$ cat src/hw/rtl/qrs_sqrt_cell.sv
// ----------------------------------------------------------------------------
// qrs_sqrt_cell
// one digit of a restoring square root, registered, with a pass-through tag
// ----------------------------------------------------------------------------
`default_nettype none

module qrs_sqrt_cell #(
  parameter int NS = 33,
  parameter int TW = 8
) (
  input  wire logic              clk,
  input  wire logic              en,
  input  wire logic [2*NS-1:0]   rad_in,
  input  wire logic [NS+1:0]     rem_in,
  input  wire logic [NS-1:0]     root_in,
  input  wire logic [TW-1:0]     tag_in,
  output logic      [2*NS-1:0]   rad_out,
  output logic      [NS+1:0]     rem_out,
  output logic      [NS-1:0]     root_out,
  output logic      [TW-1:0]     tag_out
);

  logic [NS+3:0] rem_sh;
  logic [NS+3:0] trial;
  logic          ge;
  logic [NS+3:0] rem_diff;

  assign rem_sh   = {rem_in, rad_in[2*NS-1 -: 2]};
  assign trial    = {2'b00, root_in, 2'b01};
  assign ge       = (rem_sh >= trial);
  assign rem_diff = ge ? (rem_sh - trial) : rem_sh;

  always_ff @(posedge clk) begin
    if (en) begin
      rad_out  <= {rad_in[2*NS-3:0], 2'b00};
      rem_out  <= rem_diff[NS+1:0];
      root_out <= {root_in[NS-2:0], ge};
      tag_out  <= tag_in;
    end
  end

endmodule

`default_nettype wire

$ cat config.mk
export PLATFORM = sky130hd
export DESIGN_NAME = qrs_sqrt_cell
export DESIGN_NICKNAME = d
export VERILOG_FILES = /design/src/hw/rtl/qrs_sqrt_cell.sv
export SDC_FILE = /design/constraint.sdc
export NUM_CORES = 1
export LEC_CHECK = 0
export ABC_AREA = 1
export BUFFER_PORTS_ARGS = -buffer_cell sky130_fd_sc_hd__buf_2
export CAP_MARGIN = 0
export CORE_MARGIN = 2
export CORE_UTILIZATION = 45
export DETAILED_ROUTE_END_ITERATION = 16
export HOLD_SLACK_MARGIN = 0.05
export PLACE_DENSITY = 0.78
export SYNTH_ARGS = -nofsm -noshare
export SYNTH_HDL_FRONTEND = slang
export SYNTH_SLANG_ARGS = --single-unit
$ cat constraint.sdc
create_clock -name clk -period 1.8 [get_ports clk]
set_input_delay 0.09 -clock clk [delete_from_list [all_inputs] [get_ports clk]]
set_output_delay 0.09 -clock clk [all_outputs]
set_load 0.005 [all_outputs]
==> impl_metrics.sql <==
INSERT INTO impl_metrics (metric_group, metric, value, unit) VALUES
('routing', 'drc', '0', ''),
('clocking', 'numClockSinks', '140', ''),
('worst_hold_path', 'hold_class', 'input port to register', ''),
('sta', 'fmax', '589.4', 'MHz'),
('grt', 'grt_first_pass_wirelength', '39690', 'microns'),
('sta', 'fin_worst_hold_slack', '0.06796', 'ns'),
('finish', 'final_nets', '1545', ''),
('sta', 'finalHoldViolations', '0', ''),
('finish', 'layout.core_utilization', '0.7225', ''),
('pwr', 'power-per-cell-area', '798.2', 'nW/um^2'),
('worst_setup_path', 'timing.critical_path.mode_cell', 'sky130_fd_sc_hd__nand2_1', ''),
('floorplanning', 'placeableCoreArea', '17060', 'sq um'),
('clocking', 'clock-root-buffer', 'sky130_fd_sc_hd__clkbuf_16', ''),
('grt', 'globalRoute.totalOverflow', '0', ''),
('clocking', 'cts_bufs_inserted', '17', ''),
('worst_setup_path', 'critPathCaptureType', 'register', ''),
('yosys', 'mappedNetlistArea', '7757', 'sq um'),
('pwr', 'peakVddDrop', '0.6685', 'mV'),
('worst_setup_path', 'timing.critical_path.from', 'rem_in[26]', ''),
('sta', 'crit_path_setup_slack_layout', '0.1034', 'ns'),
('routing', 'detail_route.wirelength', '26120', 'microns'),
('routing', 'drt_first_iter_violations', '505', ''),
('placed_design', 'hpwlAfterDp', '18470', 'microns'),
('finish', 'most_common_cell_after_layout_fill_and_taps_aside', 'sky130_fd_sc_hd__buf_2', ''),
('finish', 'drive_above_1_share', '0.3938', ''),
('routing', 'drtPass1Iterations', '6', ''),
('grt', 'total_routing_resource_utilization_after_global_routing', '0.2830', ''),
('clocking', 'clock_path_buffers', '2', ''),
('placed_design', 'placement.setup.worst_slack', '-0.3216', 'ns'),
('yosys', 'synth.lib_cells_used.distinct', '34', ''),
('clocking', 'cts-htree-levels', '4', ''),
('sta', 'fin_tns_setup', '0', 'ns'),
('yosys', 'synth-seq-cells', '140', ''),
('worst_setup_path', 'chain_of_cells_forming_the_critical_path', 'buf_2, ha_1, a21oi_1, and2_1, nand2_1, a21oi_2, nand4_4, buf_12, nand2_1, nand2_1', ''),
('yosys', 'synthCells', '814', ''),
('sta', 'setup_violations', '0', ''),
('floorplanning', 'chipHeight', '135.3', 'microns'),
('yosys', 'seq_area_frac_synth', '0.5419', ''),
('floorplanning', 'placement_rows', '48', ''),
('finish', 'most_frequent_cells_in_the_layout', 'sky130_fd_sc_hd__buf_2 (282), sky130_fd_sc_hd__nand2_1 (255), sky130_fd_sc_hd__edfxtp_1 (140)', ''),
('routing', 'detailroute.via_count', '7801', ''),
('grt', 'first_global_vias', '7859', ''),
('placed_design', 'place.port_buffers', '283', ''),
('clocking', 'tritoncts_clock_tree', 'built', ''),
('worst_setup_path', 'startpoint_type', 'input port', ''),
('grt', 'largest_net_degree_at_the_start_of_global_routing', '43', ''),
('routing', 'ant_nets', '0', ''),
('floorplanning', 'die_area', '18300', 'sq um'),
('worst_setup_path', 'worst-endpoint-arrival', '1.86', 'ns'),
('worst_setup_path', 'crit_path_end', 'rem_out[13]', ''),
('yosys', 'synth-warning-count', '0', ''),
('sta', 'finalMaxSlewViolations', '0', ''),
('sta', 'fin_crit_sh', '0.9426', ''),
('outcome', 'run_status', 'complete, no violations', ''),
('placed_design', 'routability_congestion_estimate_from_global_placement', '0.9444', ''),
('floorplanning', 'die_x', '135.3', 'microns'),
('sta', 'period_minus_slack', '1.697', 'ns'),
('worst_setup_path', 'crit_path_max_incr_delay', '0.34', 'ns'),
('job', 'max-cap-violations', '0', ''),
('floorplanning', 'initial_utilization', '0.4548', ''),
('worst_setup_path', 'setup.worst_path.class', 'input port to register', ''),
('worst_setup_path', 'crit_path_max_fanout', '17', ''),
('pwr', 'leakagePower', '6.118', 'nW'),
('finish', 'area_growth_syn_to_layout', '58.86', '%'),
('worst_setup_path', 'slowest_stage', 'sky130_fd_sc_hd__ha_1', ''),
('worst_setup_path', 'cp.required', '1.96', 'ns'),
('yosys', 'synthesis.area_per_instance', '9.530', 'sq um'),
('placed_design', 'placed_cells_incl_taps', '1458', ''),
('routing', 'detail_route.wl_per_cell', '16.27', 'microns'),
('clocking', 'clkTransAtPathRegs', '0.07', 'ns'),
('grt', 'initial_antenna_violation_count', '0', ''),
('finish', 'fillers', '1228', ''),
('floorplanning', 'io_pins', '286', ''),
('finish', 'layoutNonFillerInstCount', '1605', ''),
('routing', 'vias_per_cell', '4.860', '');
-- layer usage --
| metal | up-vias | part of all wire | global-route usage |
|---|---|---|---|
| li1 | 3781 | - | - |
| met1 | 3614 | 0.37 | 0.3167 |
| met2 | 337 | 0.53 | 0.5293 |
| met3 | 69 | 0.059 | 0.04602 |
| met4 | 0 | 0.038 | 0.1227 |
| met5 | - | 0 | 0 |
-- kinds of logic (layout without fill, tap and decap cells) --
logic type / after synthesis / in the layout / synth area share
and+or+nand+nor: 438 / 438 / 0.2718
xor gates and xnor gates: 17 / 17 / 0.01919
other: 1 / 3 / 0.0004834
AOI/OAI and AO/OA: 41 / 41 / 0.03032
adders and majority gates: 35 / 35 / 0.05645
buffers and inverters: 142 / 706 / 0.07984
DFF: 140 / 140 / 0.5419
-- power by group --
group | internal [W] | switching, W | leakage, nW
clock network | 0.00182 | 0.00155 | 0.261
logic | 0.00118 | 0.00122 | 4.49
registers | 0.00397 | 0.0000933 | 1.37
-- worst min-delay path by stage --
stage / endpoint / cells past startpoint / from / slack (ns)
floorplan: rad_out[10] / 0 / rad_in[8] / 0.19
global placement: rad_out[54] / 1 / rad_in[52] / 0.27
detailed placement: tag_out[1] / 1 / tag_in[1] / 0.27
CTS: rem_out[2] / 4 / rem_in[0] / 0.05
global route: rem_out[6] / 4 / rem_in[4] / 0.08
finish: rem_out[2] / 4 / rem_in[0] / 0.07
-- Yosys cell counts --
cell type	instances	area, sq um
sky130_fd_sc_hd__conb_1	1	3.750
sky130_fd_sc_hd__nand4_1	6	37.54
sky130_fd_sc_hd__nand4_4	1	21.27
sky130_fd_sc_hd__edfxtp_1	140	4204
sky130_fd_sc_hd__inv_2	4	15.01
sky130_fd_sc_hd__nor2_1	53	198.9
sky130_fd_sc_hd__nor2_4	2	22.52
sky130_fd_sc_hd__o21ai_0	5	25.02
sky130_fd_sc_hd__o211ai_1	1	7.510
sky130_fd_sc_hd__a21o_1	1	7.510
sky130_fd_sc_hd__nand2_4	1	11.26
sky130_fd_sc_hd__buf_8	1	15.01
sky130_fd_sc_hd__nor2_2	8	50.05
sky130_fd_sc_hd__xor2_1	16	140.1
sky130_fd_sc_hd__and2_1	1	6.260
sky130_fd_sc_hd__nand3b_1	8	60.06
sky130_fd_sc_hd__nand2_1	259	972.2
sky130_fd_sc_hd__nor3_4	1	16.27
sky130_fd_sc_hd__nor4_1	3	18.77
sky130_fd_sc_hd__xnor2_1	1	8.760
sky130_fd_sc_hd__buf_4	2	15.01
sky130_fd_sc_hd__ha_1	35	437.9
sky130_fd_sc_hd__nor3_1	5	25.02
sky130_fd_sc_hd__nand3_1	39	195.2
sky130_fd_sc_hd__nand2_2	9	56.30
sky130_fd_sc_hd__and3_1	1	6.260
sky130_fd_sc_hd__o21bai_1	7	52.55
sky130_fd_sc_hd__a21oi_1	24	120.1
sky130_fd_sc_hd__o21ai_1	1	5.000
sky130_fd_sc_hd__inv_1	125	469.2
sky130_fd_sc_hd__buf_6	9	101.4
sky130_fd_sc_hd__a21oi_2	2	17.52
sky130_fd_sc_hd__nand3_2	41	410.4
sky130_fd_sc_hd__clkinv_1	1	3.750
-- worst max-delay path, delay by kind of cell --
kind | cells | cell delay, ns
buf+inv | 2 | 0.31
simple gates | 5 | 0.68
compound gates | 2 | 0.43
fa+ha+maj | 1 | 0.34
-- what timing repair did --
| action | CTS | global route |
|---|---|---|
| hold buffers | 113 | 0 |
| setup buffers | 0 | 1 |
| hold endpoints to repair | 113 | 0 |
| resized for setup | 0 | 14 |
| setup endpoints to repair | 0 | 35 |
-- through the flow --
stage,power (W),area [sq um]
finish,0.009836,12320
global route,0.01027,12320
CTS,0.009771,12240
detailed placement,0.006240,10550
global placement,0.006185,10550
floorplan,0.005052,7761
-- sequential cells by signal (all words and copies together), names as in the netlist --
register	count
rem_out	35
tag_out	8
rad_out	64
root_out	33
-- final cells by class --
type	count	area, sq um	area share
diodes	1	2.502	0.0002031
clock buffers	18	429.2	0.03483
clock inverters	14	125.1	0.01015
inverters	130	488.0	0.03960
multi-input cells	533	3015	0.2447
flip-flops and latches	140	4204	0.3412
well taps	225	281.5	0.02284
repair buffers	544	3777	0.3065
Power figures use the tool's default switching activity.
