[src/hw/rtl/qrs_div_cell.sv]
// ----------------------------------------------------------------------------
// qrs_div_cell
// one quotient bit of two restoring divisions sharing a divisor, registered
// ----------------------------------------------------------------------------
`default_nettype none

module qrs_div_cell #(
  parameter int NQ = 34,
  parameter int DW = 17,
  parameter int TW = 4
) (
  input  wire logic          clk,
  input  wire logic          en,
  input  wire logic [DW-1:0] d_in,
  input  wire logic [NQ-1:0] n1_in,
  input  wire logic [DW-1:0] r1_in,
  input  wire logic [NQ-1:0] n2_in,
  input  wire logic [DW-1:0] r2_in,
  input  wire logic [TW-1:0] tag_in,
  output logic      [DW-1:0] d_out,
  output logic      [NQ-1:0] n1_out,
  output logic      [DW-1:0] r1_out,
  output logic      [NQ-1:0] n2_out,
  output logic      [DW-1:0] r2_out,
  output logic      [TW-1:0] tag_out
);

  logic [DW:0] sh1, sh2, dx, df1, df2;
  logic        ge1, ge2;

  assign dx  = {1'b0, d_in};
  assign sh1 = {r1_in, n1_in[NQ-1]};
  assign sh2 = {r2_in, n2_in[NQ-1]};
  assign ge1 = (sh1 >= dx);
  assign ge2 = (sh2 >= dx);
  assign df1 = ge1 ? (sh1 - dx) : sh1;
  assign df2 = ge2 ? (sh2 - dx) : sh2;

  always_ff @(posedge clk) begin
    if (en) begin
      d_out   <= d_in;
      n1_out  <= {n1_in[NQ-2:0], ge1};
      n2_out  <= {n2_in[NQ-2:0], ge2};
      r1_out  <= df1[DW-1:0];
      r2_out  <= df2[DW-1:0];
      tag_out <= tag_in;
    end
  end

endmodule

`default_nettype wire

[config.mk]
export PLATFORM = sky130hd
export DESIGN_NAME = qrs_div_cell
export DESIGN_NICKNAME = d
export VERILOG_FILES = /design/src/hw/rtl/qrs_div_cell.sv
export SDC_FILE = /design/constraint.sdc
export NUM_CORES = 1
export LEC_CHECK = 0
export BUFFER_PORTS_ARGS = -buffer_cell sky130_fd_sc_hd__buf_2
export CORE_AREA = 2 2 145 147
export DETAILED_ROUTE_END_ITERATION = 16
export DIE_AREA = 0 0 147 149
export MAX_ROUTING_LAYER = met4
export PLACE_DENSITY = 0.56
export SETUP_SLACK_MARGIN = 0.05
export SLEW_MARGIN = 20
export SYNTH_ARGS = -nofsm -noshare
export SYNTH_HDL_FRONTEND = slang
export SYNTH_SLANG_ARGS = --single-unit
[constraint.sdc]
create_clock -name clk -period 2.2 [get_ports clk]
set_input_delay 0 -clock clk [delete_from_list [all_inputs] [get_ports clk]]
set_output_delay 0 -clock clk [all_outputs]
set_load 0.01 [all_outputs]
==> run_results.csv, run 1 <==
group,metric,value,unit
sta,finalCritPeriodShare,0.944,
yosys,synth_flop_cell,"edfxtp_1",
yosys,synth_top_family_by_area,"compound AO/OA/AOI/OAI gates",
yosys,synth_nets,602,
global_route,grt_first_pass_wirelength,29300,um
clock_network,cts_tree,"built",
clock_network,post_cts_buffers,0,
floorplan,start_util,0.291,
layout,drive_gt1_frac,0.437,
pwr,ir_drop,475,uV
run_status,outcome,"completed",
route,post_drt_wl_per_cell,16.7,um
layout,final_nets,1043,
floorplan,die_y,149,um
yosys,syn-instance-count,441,
yosys,synthXorXnorAreaFrac,0.0279,
global_route,grtUsageTotal,0.181,
route,via_per_inst,4.48,
clock_network,cts.clk_slew.worst_paths,0.06,ns
floorplan,num_rows,53,
sta,finalCriticalPeriod,2.08,ns
sta,tns,0,ns
yosys,synthTopCellsByArea,"edfxtp_1 62%, ha_1 7.1%, mux2_2 3.2%",
route,drt_iter0_markers,213,
clock_network,cts_sinks,123,
place,dp_hpwl,14400,um
sta,fmax,0.482,GHz
hold_path,hp-start,"en",
route,vias,5252,
yosys,yosys_warnings,0,
sta,slew_viol_final,0,
route,drt_pass1_iterations,5,
yosys,syn_avg_cell_area,13.5,sq um
yosys,synth-compound-area-share,0.131,
place,gp_congestion,0.888,
sta,finalHoldViolCount,0,
place,portBuffers,247,
yosys,netlist.area_leader.share,0.618,
setup_path,path_class,"in2reg",
setup_path,crit_required,2.36,ns
global_route,grt_max_degree,52,
yosys,synth_seq_cells,123,
clock_network,h-tree-depth,4,
layout,fin_cells,1173,
global_route,grt_overflow_total,0,
setup_path,startpoint,"r1_in[9]",
setup_path,crit_fanout,6,
setup_path,cp-start-kind,"input port",
route,ant_nets,0,
sta,setup_viol,0,
sta,rsz0062_at_grt,"false",
sta,worst_pin_slew,0.380,ns
global_route,antenna_found_initial,3,
setup_path,cp_data_arrival_time,2.24,ns
global_route,first_global_vias,5269,
yosys,synth_edf_count,123,
floorplan,core_area,20600,sq um
pwr,cellLeakagePower,4.31,nW
yosys,yosysTopAreaCell,"edfxtp_1",
place,dp.cells,1020,
floorplan,die_area,21900,sq um
sta,slew-limit-headroom,0.740,
yosys,synth-simple-area-share,0.0765,
layout,fin_util,0.479,
route,drcViolationCount,0,
floorplan,io_pins,248,
yosys,yosys-top-cells-count,"123 x edfxtp_1, 34 x ha_1, 33 x nand2_1, 26 x a21oi_1, 25 x inv_1",
yosys,synth_mux_area_frac,0.0421,
yosys,yosysSeqAreaShare,0.618,
yosys,ys_types,60,
hold_path,holdCritPathClass,"in2reg",
route,wirelength,19600,um
pwr,p_per_area,740,nW/um^2
yosys,synth_most_common_cell,"edfxtp_1",
yosys,async_flop_share,0,
setup_path,cp-end-kind,"flip-flop",
job,max_cap_viol_count,0,
layout,syn_to_final_growth,64.7,%
clock_network,cts_root_buf,"clkbuf_16",
yosys,synth.cell_area,5970,sq um
clock_network,cts_made_buffers,17,
floorplan,die_w,147,um
yosys,synth_fa_ha_area_frac,0.0779,
clock_network,clock_path_buffers,2,
==> registers in the layout, summed over array words and instances (netlist names) <==
name and count:
d_out 17, n1_out 34, n2_out 34, r1_out 17, r2_out 17, tag_out 4
==> layout by cell type (no fill, tap or decap), types with 4 or more instances in the layout <==
master	count
dlygate4sd3_1	118
clkbuf_16	17
o31ai_1	5
nand2_1	33
inv_1	25
mux2_2	17
mux2_4	4
o21ai_0	18
o21a_1	10
a21oi_1	24
inv_6	6
nor2_1	17
buf_2	246
xnor2_1	16
clkinv_4	5
and2_1	4
a21o_1	15
ha_1	32
edfxtp_1	123
nand3_1	13
buf_4	65
==> final cells by class <==
| type | instances | area, sq um |
|---|---|---|
| Antenna cell | 3 | 7.51 |
| Clock buffer | 18 | 429 |
| Clock inverter | 14 | 138 |
| Fill cell | 1881 | 10700 |
| Inverter | 27 | 108 |
| Multi-Input combinational cell | 282 | 2180 |
| Sequential cell | 123 | 3690 |
| Tap cell | 275 | 344 |
| Timing Repair Buffer | 431 | 2940 |
==> through the flow <==
step | setup WS, ns | instance area [sq um] | hold slack (ns) | total power [mW]
floorplan | 0.0584 | 5980 | 0.0989 | 3.73
global placement | -0.0954 | 8030 | 0.177 | 4.44
detailed placement | -0.152 | 8030 | 0.178 | 4.45
CTS | 0.0767 | 9780 | 0.0158 | 7.34
global route | 0.0550 | 9840 | 0.0289 | 7.62
finish | 0.123 | 9840 | 0.0300 | 7.28
==> routing by layer <==
layer  GRT usage  wire [um]
met1       0.203       8010
met2       0.323      10200
met3      0.0523       1270
met4      0.0413        136
met5           -          0
==> cells by family (layout without fill, tap and decap cells) <==
| logic type | after synthesis | in the layout |
|---|---|---|
| DFF | 123 | 123 |
| buffers and inverters | 36 | 490 |
| muxes | 21 | 21 |
| xor gates and xnor gates | 19 | 19 |
| AOI/OAI and AO/OA | 112 | 112 |
| and+or+nand+nor | 94 | 94 |
| adders and majority gates | 36 | 36 |
| other | 0 | 3 |
==> what timing repair did <==
item                       4_1_cts  5_1_grt
hold buffers                   118        0
setup endpoints to repair        0       24
hold endpoints to repair       118        0
gates resized for setup          0       14
==> path summary, 6_finish.rpt <==
path | end | slack [ns] | cells past startpoint
setup / recovery | r1_out[13]$_DFFE_PP_ | 0.12 | 9
hold / removal | n1_out[30]$_DFFE_PP_ | 0.03 | 1
==> where the power goes <==
| part | total [mW] | internal, mW | switching [mW] |
|---|---|---|---|
| combinational | 1.66 | 0.844 | 0.812 |
| sequential | 2.94 | 2.87 | 0.0636 |
| clock | 2.69 | 1.58 | 1.11 |
==> worst max-delay path, cell delays in order <==
cell,delay [ns]
dlygate4sd3_1,0.53
buf_2,0.15
ha_1,0.28
buf_4,0.17
a21o_1,0.17
a21o_1,0.17
a21o_1,0.18
or3_1,0.35
a31o_2,0.24
(Power assumes the default switching activity.)
==> run 2, diff against run 1 <==
==> constraint.sdc (replaced) <==
create_clock -name clk -period 2.2 [get_ports clk]
set_input_delay 0.33 -clock clk [delete_from_list [all_inputs] [get_ports clk]]
set_output_delay 0.33 -clock clk [all_outputs]
set_load 0.01 [all_outputs]
==> run_results.csv, run 2 (same netlist as run 1, synthesis figures left out) <==
group,metric,value,unit
clock_network,cts_root_buf,"clkbuf_16",
floorplan,io_pins,248,
setup_path,path_class,"in2reg",
floorplan,die_y,149,um
setup_path,cp-start-kind,"input port",
clock_network,clock_path_buffers,2,
sta,hold_ws,0.0867,ns
place,dp_hpwl,14400,um
place,dpl-instance-area,8450,sq um
clock_network,cts.clk_slew.worst_paths,0.06,ns
layout,final_nets,968,
clock_network,h-tree-depth,4,
route,ant_nets,0,
floorplan,num_rows,53,
route,drt_pass1_iterations,4,
sta,finalCritPeriodShare,0.992,
route,wl_met2,9450,um
setup_path,crit_fanout,5,
pwr,ir_drop,437,uV
layout,reg.largest.list,"n1_out: 34 flops, n2_out: 34 flops",
layout,fin_cells,1095,
sta,slew_viol_final,0,
route,routed.top_layer,"met4",
hold_path,holdCritPathClass,"in2reg",
setup_path,crit_required,2.36,ns
sta,fmax,0.458,GHz
setup_path,cp-end-kind,"flip-flop",
floorplan,core_area,20600,sq um
route,wl_met1,7220,um
global_route,antenna_found_initial,0,
sta,tns,0,ns
route,wl_met3,1110,um
place,dp.cells,1060,
route,drt_iter0_markers,223,
sta,rsz0062_at_grt,"true",
layout,num_antenna_cells,0,
clock_network,cts_tree,"built",
setup_path,cp_data_arrival_time,2.35,ns
layout,multi_input_area,2230,sq um
run_status,outcome,"completed",
route,wirelength,18000,um
clock_network,cts_sinks,123,
route,post_drt_wl_per_cell,16.4,um
sta,finalHoldViolCount,0,
sta,worst_pin_slew,0.492,ns
floorplan,die_w,147,um
job,max_cap_viol_count,0,
sta,slew-limit-headroom,0.672,
layout,seqCellArea,3690,sq um
layout,stdcell_area,9140,sq um
global_route,first_global_vias,4876,
route,vias,4923,
global_route,grt_first_pass_wirelength,26700,um
layout,syn_to_final_growth,52.9,%
place,portBuffers,247,
place,gp_congestion,0.860,
layout,final_cell_mix,"242 x buf_2, 123 x edfxtp_1, 105 x buf_4",
global_route,grt_overflow_total,0,
route,drcViolationCount,0,
layout,fin_util,0.444,
sta,setup_viol,0,
sta,finalCriticalPeriod,2.18,ns
layout,n_fill_cell,1986,
floorplan,die_area,21900,sq um
pwr,p_per_area,807,nW/um^2
global_route,grtUsageTotal,0.168,
route,via_per_inst,4.50,
global_route,grt_max_degree,35,
pwr,cellLeakagePower,4.09,nW
layout,final_common_cell,"buf_2",
clock_network,ctsHoldBuffers,0,
layout,drive_gt1_frac,0.539,
floorplan,start_util,0.291,
clock_network,cts_made_buffers,17,
## run 2: cell types whose count changed in the layout (fill, tap and decap cells not counted), sizes merged
cell         delta
dlygate4sd3   -118
clkinvlp        +1
clkinv          -1
diode           -3
buf            +42
bufinv          +1
## run 2: timing repair
action,4_1_cts,5_1_grt
hold endpoints to repair,0,0
resized for setup,5,20
buffers inserted,1,1
pin swaps,6,16
gates cloned,0,1
setup endpoints to repair,12,32
## run 2: area by class of cell
cell class | count | area share
sequential | 123 | 0.404
multi-input combinational | 282 | 0.244
timing repair buffer | 355 | 0.233
clock buffer | 18 | 0.0470
tap | 275 | 0.0377
clock inverter | 14 | 0.0179
inverter | 27 | 0.0153
timing repair inverter | 1 | 0.000685
## run 2: power by group
part | switching [mW] | total [mW] | leakage (nW) | internal, mW
logic | 0.800 | 1.60 | 2.60 | 0.803
clock network | 1.13 | 2.83 | 0.285 | 1.70
registers | 0.0643 | 2.94 | 1.20 | 2.87
total | 2.00 | 7.37 | 4.09 | 5.37
## run 2: per-stage QoR
stage | power, mW | setup slack, ns
3_3_place_gp | 4.56 | -0.404
5_1_grt | 7.71 | -0.0546
6_report | 7.37 | 0.0171
3_5_place_dp | 4.57 | -0.440
2_1_floorplan | 3.76 | -0.252
4_1_cts | 7.43 | 0.0506
## run 2: worst max-delay path, cell delays in order
cell and delay (ns):
buf_4 0.14, inv_12 0.05, ha_4 0.12, inv_2 0.03, fa_2 0.33, a21o_1 0.20, and2_4 0.14, o31a_1 0.28
o21ai_4 0.27, clkinv_4 0.14, mux2_4 0.31
## run 2: worst paths after layout
kind | depth (start not counted) | from | to
min | 1 | n1_in[27] | n1_out[28]$_DFFE_PP_
max | 11 | n2_in[33] | r2_out[12]$_DFFE_PP_
## run 2: per-layer routing
metal,GRT usage,up-vias
li1,-,2424
met1,0.187,2300
met2,0.300,181
met3,0.0382,18
met4,0.0548,0
met5,-,-
